File: src/hw/rtl/cau_pkg.sv
`default_nettype none
// ----------------------------------------------------------------------------
// cau_pkg
// Shared types and constants for the complex arithmetic unit.
// ----------------------------------------------------------------------------
package cau_pkg;

    localparam int CAU_DATA_WIDTH  = 32;
    localparam int CAU_FRAC_BITS   = 16;
    localparam int CAU_QUEUE_DEPTH = 4;
    localparam int CAU_MUL_SLOTS   = 6;

    typedef enum logic [2:0] {
        OP_NEG   = 3'd0,
        OP_ADD   = 3'd1,
        OP_SUB   = 3'd2,
        OP_MUL   = 3'd3,
        OP_SCALE = 3'd4,
        OP_DIVC  = 3'd5,
        OP_DIVR  = 3'd6,
        OP_SQRT  = 3'd7
    } t_op;

    typedef struct packed {
        t_op  op;
        logic div_zero;
        logic re_zero;
    } t_ctrl;

    typedef enum logic [2:0] {
        BK_IDLE,
        BK_MUL,
        BK_FORM,
        BK_SQRT,
        BK_DIV,
        BK_DONE
    } t_back_state;

    typedef enum logic [1:0] {
        SQ_AXIS,
        SQ_MOD,
        SQ_ROOT
    } t_sq_phase;

endpackage
`default_nettype wire

File: src/hw/rtl/cau_queue.sv
`default_nettype none
// ----------------------------------------------------------------------------
// cau_queue
// Small register FIFO between the front and back stages.
// ----------------------------------------------------------------------------
module cau_queue #(
    parameter int EW    = 8,
    parameter int DEPTH = cau_pkg::CAU_QUEUE_DEPTH
) (
    input  wire logic          i_clk,
    input  wire logic          i_rst_n,
    input  wire logic          i_valid,
    output logic               o_ready,
    input  wire logic [EW-1:0] i_data,
    output logic               o_valid,
    input  wire logic          i_ready,
    output logic [EW-1:0]      o_data
);

    localparam int AW = (DEPTH > 1) ? $clog2(DEPTH) : 1;
    localparam int CW = $clog2(DEPTH + 1);

    logic [EW-1:0] r_mem [DEPTH];
    logic [AW-1:0] r_wr;
    logic [AW-1:0] r_rd;
    logic [CW-1:0] r_count;
    logic          w_push;
    logic          w_pop;

    assign o_ready = (r_count != CW'(DEPTH));
    assign o_valid = (r_count != '0);
    assign o_data  = r_mem[r_rd];
    assign w_push  = i_valid && o_ready;
    assign w_pop   = o_valid && i_ready;

    always_ff @(posedge i_clk) begin
        if (!i_rst_n) begin
            r_wr    <= '0;
            r_rd    <= '0;
            r_count <= '0;
        end else begin
            if (w_push) begin
                r_wr <= (r_wr == AW'(DEPTH - 1)) ? '0 : r_wr + AW'(1);
            end
            if (w_pop) begin
                r_rd <= (r_rd == AW'(DEPTH - 1)) ? '0 : r_rd + AW'(1);
            end
            if (w_push && !w_pop) begin
                r_count <= r_count + CW'(1);
            end else if (w_pop && !w_push) begin
                r_count <= r_count - CW'(1);
            end
        end
    end

    always_ff @(posedge i_clk) begin
        if (w_push) begin
            r_mem[r_wr] <= i_data;
        end
    end

endmodule
`default_nettype wire

File: config.mk
export PLATFORM = sky130hd
export DESIGN_NAME = cau_queue
export DESIGN_NICKNAME = d
export VERILOG_FILES = /design/src/hw/rtl/cau_pkg.sv /design/src/hw/rtl/cau_queue.sv
export SDC_FILE = /design/constraint.sdc
export NUM_CORES = 1
export LEC_CHECK = 0
export BUFFER_PORTS_ARGS = -buffer_cell sky130_fd_sc_hd__buf_2
export CORE_MARGIN = 2
export CORE_UTILIZATION = 55
export CTS_CLUSTER_SIZE = 8
export DETAILED_ROUTE_END_ITERATION = 7
export PLACE_DENSITY = 0.77
export SYNTH_ARGS = -nofsm -noshare
export SYNTH_HDL_FRONTEND = slang
export SYNTH_SLANG_ARGS = --single-unit
File: constraint.sdc
create_clock -name i_clk -period 5.4 [get_ports i_clk]
set_input_delay 1.35 -clock i_clk [delete_from_list [all_inputs] [get_ports i_clk]]
set_output_delay 1.35 -clock i_clk [all_outputs]
set_load 0.02 [all_outputs]
==> results.toml <==
[status]
status = "finished, final reports clean"

[route]
ant_nets = 0
drc_errors = 0
finalWirelength_um = 2345
first_iter_violations = 21
vias_per_cell = 5.550
wl_per_cell_um = 15.74
vias = 827
dr.pass1.iters = 4

[timing]
fin_skew_ns = 0.004634
finalCriticalPeriod_ns = 3.115
rsz0062_at_grt = "no"
hold_violations = 0
tightest_slew_ns = 0.5615
slew_viol_final = 0
max-slew-margin-rel = 0.6224
fmax_mhz = 321.1
setup_viol = 0
fin_setup_tns_ns = 0
fin_crit_sh = 0.5768

[finish]
final_common_cell = "edfxtp_1"
diodes = 0
area_growth_pct = 12.32
nets = 136
fillers = 189
fin_cells = 149
layout_common_cells = "edfxtp_1 (32), buf_2 (21), dfxtp_1 (9)"
fin_area_mm2 = 0.001837
layout-drive-gt1-share = 0.3559
fin_util = 0.6604

[cts]
cts_made_buffers = 5
clock_path_buffers = 2
cts_setup_buffers = 0
cts_root_buffer = "clkbuf_4"
holdBufCountCts = 0
htree_num_levels = 2
clk_pin_slew_ns = 0.11
clock-sinks = 41
cts_tree = "yes"
clock_latency_ns = 0.33
ctsResizeCount = 0

[power]
power_density_mw_per_mm2 = 468.7
p_total_uw = 860.9
ir_worst_vdd_v = 0.0003565
leakage_nw = 0.6745

[die]
die_h_um = 58.53
start_util = 0.5879
row_count = 19
fp.dieW_um = 58.53
io_pins = 22
die_area_mm2 = 0.003426
core_region_area_mm2 = 0.002781

[worst_setup_path]
reg2reg_depth = 7
path_delay_family = "flip-flops"
r2r-start = "r_count[0]$_SDFFE_PN0P_"
slowest_delay_ns = 0.69
critPathLaunchType = "flop"
crit_buf_inv = 1
path_class = "reg2out"
reg2reg_slack_ns = 2.92
crit_fanout = 8
crit_slowest_cell = "dfxtp_1"
worstSetupEndpointType = "output pin"
worstPathCellList = "mux4_2 > buf_2"
cp.required_ns = 4.05
r2r_end = "r_count[2]$_SDFFE_PN0P_"
worstPathArrival_ns = 1.76

[grt]
grt_pass1_vias = 820
track_usage = 0.1609
grt_pass1_wl_um = 3781
grt_max_degree = 13
antenna_found_initial = 0
grt_overflow = 0

[worst_hold_path]
holdPathStages = 2
min_path_type = "reg2reg"
hold_path.startpoint = "r_wr[1]$_SDFFE_PN0P_"
hold_end = "r_wr[1]$_SDFFE_PN0P_"

[place]
place_inst = 141
globalplace.congestion = 0.6333
portBuffers = 21
dp_hpwl_um = 1665
post_dp_cell_area_mm2 = 0.001762

[synthesis]
syn_nets = 112
yosys_warnings = 0
synth_area_mm2 = 0.001635
ys_types = 26
syn_inst = 93
ys_seq_area_frac = 0.6978
syn_area_per_cell_um2 = 17.58
synth_seq_cells = 41

[job]
max_cap_violations = 0
## cell type report
type                    count  area, µm²  share of cell area
flip-flops and latches     41       1141              0.6213
clock inverters             2      33.78             0.01839
repair buffers             21      105.1             0.05722
inverters                   3      11.26            0.006131
clock buffers               6      41.29             0.02248
multi-input cells          45      465.4              0.2534
well taps                  31      38.79             0.02112
## logic make-up after synthesis
logic type / after synthesis / share of synthesized area
flip-flops: 41 / 0.6978
AND/OR/NAND/NOR: 20 / 0.07193
multiplexers: 10 / 0.1224
buffers and inverters: 7 / 0.01759
adder cells (fa/ha/maj): 7 / 0.05815
AO/OA/AOI/OAI: 6 / 0.02143
XOR/XNOR: 2 / 0.01071
## per-stage QoR
stage | worst slack [ns] | hold WS [ns]
after detailed placement | 2.221 | 0.5020
after floorplan | 2.510 | 0.4677
after global routing | 2.127 | 0.5286
after CTS | 2.215 | 0.5169
final | 2.285 | 0.5093
after global placement | 2.357 | 0.4948
## power by group
part / switching, mW / internal [mW] / leakage, nW
registers: 0.0418 / 0.389 / 0.367
logic: 0.128 / 0.119 / 0.267
clock network: 0.0877 / 0.0964 / 0.0399
total: 0.257 / 0.603 / 0.675
## worst max path at each step
stage | cells past startpoint | from | endpoint
floorplan | 7 | i_ready | r_count[2]$_SDFFE_PN0P_
CTS | 2 | flop | o_data[5]
finish | 2 | flop | o_data[5]
global route | 2 | flop | o_data[4]
global placement | 8 | i_ready | r_count[2]$_SDFFE_PN0P_
detailed placement | 8 | i_ready | r_count[2]$_SDFFE_PN0P_
## worst min-delay path, cell delays in order (launching register included)
cell and delay, ns:
dfxtp_1 0.35, nand2_1 0.06, mux2i_1 0.06
## cells in the mapped netlist
library cell   n  area share
ha_1           6       0.046
nand3_1        2      0.0061
o21ai_0        4       0.012
a21boi_0       1      0.0046
and2_4         1      0.0054
nand4_1        1      0.0038
nor2_1         2      0.0046
mux2i_1        2       0.012
xnor2_1        1      0.0054
or3b_1         1      0.0054
mux4_2         8        0.11
nor2b_1        1      0.0038
o31ai_1        1      0.0046
buf_1          1      0.0023
fa_1           1       0.012
buf_2          1      0.0031
or3_2          2      0.0092
nand2_1        5       0.011
inv_1          3      0.0069
and2_1         1      0.0038
dfxtp_1        9        0.11
clkbuf_1       1      0.0023
clkbuf_2       1      0.0031
xor2_1         1      0.0054
and3_2         4       0.018
edfxtp_1      32        0.59
## state kept, by name, indices dropped and copies added, names as in the netlist, named ones only
signal	flops
r_rd	2
r_count	3
r_wr	2
r_mem	32
## layer usage
layer	wire length (µm)	GRT usage
met5	0	0
met1	980	0.1796
met3	114	0.04835
met2	1211	0.2697
met4	38	0.09967
No activity file was read; power rests on OpenSTA's default activity.
