### src/hw/rtl/cau_pkg.sv
`default_nettype none
// ----------------------------------------------------------------------------
// cau_pkg
// Shared types and constants for the complex arithmetic unit.
// ----------------------------------------------------------------------------
package cau_pkg;

    localparam int CAU_DATA_WIDTH  = 32;
    localparam int CAU_FRAC_BITS   = 16;
    localparam int CAU_QUEUE_DEPTH = 4;
    localparam int CAU_MUL_SLOTS   = 6;

    typedef enum logic [2:0] {
        OP_NEG   = 3'd0,
        OP_ADD   = 3'd1,
        OP_SUB   = 3'd2,
        OP_MUL   = 3'd3,
        OP_SCALE = 3'd4,
        OP_DIVC  = 3'd5,
        OP_DIVR  = 3'd6,
        OP_SQRT  = 3'd7
    } t_op;

    typedef struct packed {
        t_op  op;
        logic div_zero;
        logic re_zero;
    } t_ctrl;

    typedef enum logic [2:0] {
        BK_IDLE,
        BK_MUL,
        BK_FORM,
        BK_SQRT,
        BK_DIV,
        BK_DONE
    } t_back_state;

    typedef enum logic [1:0] {
        SQ_AXIS,
        SQ_MOD,
        SQ_ROOT
    } t_sq_phase;

endpackage
`default_nettype wire

### src/hw/rtl/cau_front.sv
`default_nettype none
// ----------------------------------------------------------------------------
// cau_front
// Input stage: register each beat and classify it (zero divisor, zero real
// part) before it enters the job queue.
// ----------------------------------------------------------------------------
module cau_front #(
    parameter int DW = cau_pkg::CAU_DATA_WIDTH
) (
    input  wire logic              i_clk,
    input  wire logic              i_rst_n,
    input  wire logic              i_valid,
    output logic                   o_ready,
    input  wire logic [2:0]        i_op,
    input  wire logic [4*DW-1:0]   i_opnd,
    output logic                   o_valid,
    input  wire logic              i_ready,
    output cau_pkg::t_ctrl         o_ctrl,
    output logic [4*DW-1:0]        o_opnd
);

    logic                 r_valid;
    cau_pkg::t_ctrl       r_ctrl;
    logic [4*DW-1:0]      r_opnd;
    cau_pkg::t_ctrl       w_ctrl;
    logic [DW-1:0]        w_ar;
    logic [DW-1:0]        w_br;
    logic [DW-1:0]        w_bi;

    always_comb begin
        w_ar            = i_opnd[0 +: DW];
        w_br            = i_opnd[2*DW +: DW];
        w_bi            = i_opnd[3*DW +: DW];
        w_ctrl.op       = cau_pkg::t_op'(i_op);
        w_ctrl.div_zero = ((w_ctrl.op == cau_pkg::OP_DIVC) && (w_br == '0) && (w_bi == '0))
                       || ((w_ctrl.op == cau_pkg::OP_DIVR) && (w_br == '0));
        w_ctrl.re_zero  = (w_ar == '0);
    end

    assign o_ready = !r_valid || i_ready;
    assign o_valid = r_valid;
    assign o_ctrl  = r_ctrl;
    assign o_opnd  = r_opnd;

    always_ff @(posedge i_clk) begin
        if (!i_rst_n) begin
            r_valid <= 1'b0;
        end else if (o_ready) begin
            r_valid <= i_valid;
        end
    end

    always_ff @(posedge i_clk) begin
        if (o_ready && i_valid) begin
            r_ctrl <= w_ctrl;
            r_opnd <= i_opnd;
        end
    end

endmodule
`default_nettype wire

### config.mk
export PLATFORM = sky130hd
export DESIGN_NAME = cau_front
export DESIGN_NICKNAME = d
export VERILOG_FILES = /design/src/hw/rtl/cau_pkg.sv /design/src/hw/rtl/cau_front.sv
export SDC_FILE = /design/constraint.sdc
export NUM_CORES = 1
export LEC_CHECK = 0
export BUFFER_PORTS_ARGS = -buffer_cell sky130_fd_sc_hd__buf_2
export CAP_MARGIN = 20
export CORE_AREA = 2 2 105 107
export CTS_BUF_LIST = sky130_fd_sc_hd__clkbuf_8
export DETAILED_ROUTE_END_ITERATION = 10
export DIE_AREA = 0 0 107 109
export MAX_ROUTING_LAYER = met4
export PLACE_DENSITY = 0.77
export SLEW_MARGIN = 5
export SYNTH_ARGS = -nofsm -noshare
export SYNTH_HDL_FRONTEND = slang
export SYNTH_SLANG_ARGS = --single-unit
### constraint.sdc
create_clock -name i_clk -period 8.5 [get_ports i_clk]
set_clock_uncertainty 0.05 [all_clocks]
set_input_delay 1.7 -clock i_clk [delete_from_list [all_inputs] [get_ports i_clk]]
set_output_delay 1.7 -clock i_clk [all_outputs]
set_load 0.02 [all_outputs]
==> impl_metrics.yaml <==
clock_network:
  clock-root-buffer: "clkbuf_8"
  cts_hold_buf: 0
  numClockSinks: 134
  clk_path_buf_depth: 2
  h-tree-depth: 4
  clkSlewWorstSetupHoldPaths_ns: 0.07
  cts_resized: 0
  cts_buffers: 17
  worst_skew_pair.late_latency_ns: 0.41
  cts_tree: "yes"
  post-cts-setup-buffers: 0
synthesis:
  syn_nets: 309
  ys_seq_elements: 134
  synth_cell_type_count: 18
  synthCells: 174
  synth.top_cells.by_area: "edfxtp_1 (93%), nor4_1 (3.1%), nand4_1 (0.73%), nor4b_4 (0.55%), dfxtp_1 (0.47%)"
  synth_largest_area_cell: "edfxtp_1"
  yosysTopAreaCellShare_pct: 93.0
  syn_area_um2: 4300
  postSynthAreaPerCell_um2: 24.7
  synth_seq_area_share_pct: 93.4
  ys_warn_count: 0
timing:
  tns_ns: 0
  rsz0062_at_grt: "false"
  drv_slew: 0
  fin_crit_sh_pct: 45.5
  finalCriticalPeriod_ns: 3.86
  final_hold_viol_count: 0
  fmax_ghz: 0.259
  tightest_slew_ns: 0.867
  hold_slack_ns: 0.510
  slew_headroom_pct: 42.2
  setup_ws_ns: 4.64
  setup_violations: 0
power:
  power_density_nw_per_um2: 235
  p_sw_mw: 0.333
  ir_drop_v: 0.000125
  pwr-share-clk_pct: 36.8
  p_int_mw: 1.13
  p_leak_nw: 2.60
  power.share.sequential_pct: 53.4
  comb_power_share_pct: 9.9
  swShare_pct: 22.7
critical_path:
  crit_required_ns: 6.75
  crit_slowest_cell: "buf_2"
  r2r_cells: 3
  r2r-end: "o_opnd[120]$_DFFE_PP_"
  end_kind: "output pin"
  worstPathMaxFanout: 3
  arrival_ns: 2.11
  criticalPathCategory: "primary input to output pin"
  cpMostUsedCell: "buf_2"
  max_stage_delay_ns: 0.17
  crit_chain: "buf_2 -> nand2b_1 -> buf_2"
  reg2reg_from: "o_valid$_SDFFE_PN0N_"
  rrSetupSlack_ns: 6.13
  start_kind: "primary input"
grt:
  antenna_found_initial: 0
  grt_overflow: 0
  grtUsageMet3_pct: 6.75
  grt_usage_pct: 17.9
  met2_usage_pct: 29.6
  grt_busiest_layer: "met2"
  grt_pass1_vias: 2822
  grt_first_pass_wirelength_um: 14600
  grt_max_degree: 69
  use_met1_pct: 20.1
routing:
  ant_nets: 0
  wirelength_um: 10400
  wl_per_cell_um: 16.9
  vias: 2878
  drc: 0
  drt_first_pass_iters: 4
  drt_iter0_markers: 122
  viasPerCell: 4.68
layout:
  diodes: 0
  area_delta_synth_final_pct: 45.0
  drive_gt1_share_pct: 63.4
  final_common_cell: "buf_2"
  nets: 598
  most-common-layout-cells: "buf_2 (269), edfxtp_1 (133), nor4_1 (21)"
  final_area_um2: 6230
floorplanning:
  rows: 38
  die_area_um2: 11700
  coreArea_um2: 10600
  initial_utilization_pct: 40.5
  die_y_um: 109
  io_pins: 270
  die_w_um: 107
placement:
  pre_cts_ws_ns: 4.60
  gp_congestion: 0.767
  port_buffers: 269
  placed_cell_area_um2: 5830
  dp_hpwl_um: 7910
worst_hold_path:
  min_from: "o_valid$_SDFFE_PN0N_"
  hp-class: "flop to flop"
  min_to: "o_valid$_SDFFE_PN0N_"
  holdPathStages: 2
run:
  maxCapViolCount: 0
outcome:
  outcome: "completed"
-- power groups by stage --
stage	registers, mW	logic, mW	clock network (mW)
finish	0.782	0.144	0.538
global route	0.785	0.154	0.581
CTS	0.783	0.146	0.552
detailed placement	0.797	0.146	0
global placement	0.795	0.142	0
floorplan	0.851	0.0152	0
-- kinds of logic (layout without fill, tap and decap cells) --
family	Yosys count	after routing	synth area share (%)
compound gates	2	2	0.408
buf+inv	1	302	0.0873
flops	134	134	93.4
simple gates	37	37	6.06
-- state kept, by name, indices dropped and copies added, names as in the netlist --
register and cells:
o_valid 1, o_ctrl 5, o_opnd 128
-- Yosys cell counts, drive strengths merged --
cell,count
edfxtp,133
nand2,2
nand3,1
a21boi,1
nor3,2
inv,1
o32a,1
nor4b,2
nand2b,1
dfxtp,1
nor4,22
and2,1
nor2,1
nand4,5
-- worst max path at each step --
| stage | startpoint | end | slack (ns) | cells past startpoint |
|---|---|---|---|---|
| 4_1_cts | i_ready | o_ready | 4.63 | 3 |
| 5_1_grt | i_ready | o_ready | 4.61 | 3 |
| 2_1_floorplan | i_ready | o_ctrl[0]$_DFFE_PP_ | 2.89 | 2 |
| 3_5_place_dp | i_ready | o_opnd[55]$_DFFE_PP_ | 4.60 | 4 |
| 3_3_place_gp | i_ready | o_ready | 4.64 | 3 |
| 6_report | i_ready | o_ready | 4.64 | 3 |
-- final cells by class --
| cell class | count | area [um^2] |
|---|---|---|
| fill | 856 | 4370 |
| sequential | 134 | 4010 |
| timing repair buffer | 270 | 1350 |
| multi-input combinational | 39 | 280 |
| clock buffer | 17 | 234 |
| tap | 140 | 175 |
| clock inverter | 14 | 168 |
| inverter | 1 | 3.75 |
-- layer usage --
metal,vias to the layer above,share of wire [%]
li1,1319,-
met4,0,0.87
met1,1373,37
met3,7,9.1
met5,-,0
met2,179,53
-- critical path: cells and delay by family --
| family | cells | cell delay [ns] |
|---|---|---|
| AND/OR/NAND/NOR | 1 | 0.15 |
| buffers and inverters | 2 | 0.26 |
-- stage by stage --
step	utilization, %	cells	power (mW)
2_1_floorplan	-	174	0.866
3_3_place_gp	55.0	584	0.938
3_5_place_dp	55.0	584	0.943
4_1_cts	58.7	615	1.48
5_1_grt	58.7	615	1.52
6_report	58.7	615	1.46
(Power assumes the default switching activity.)
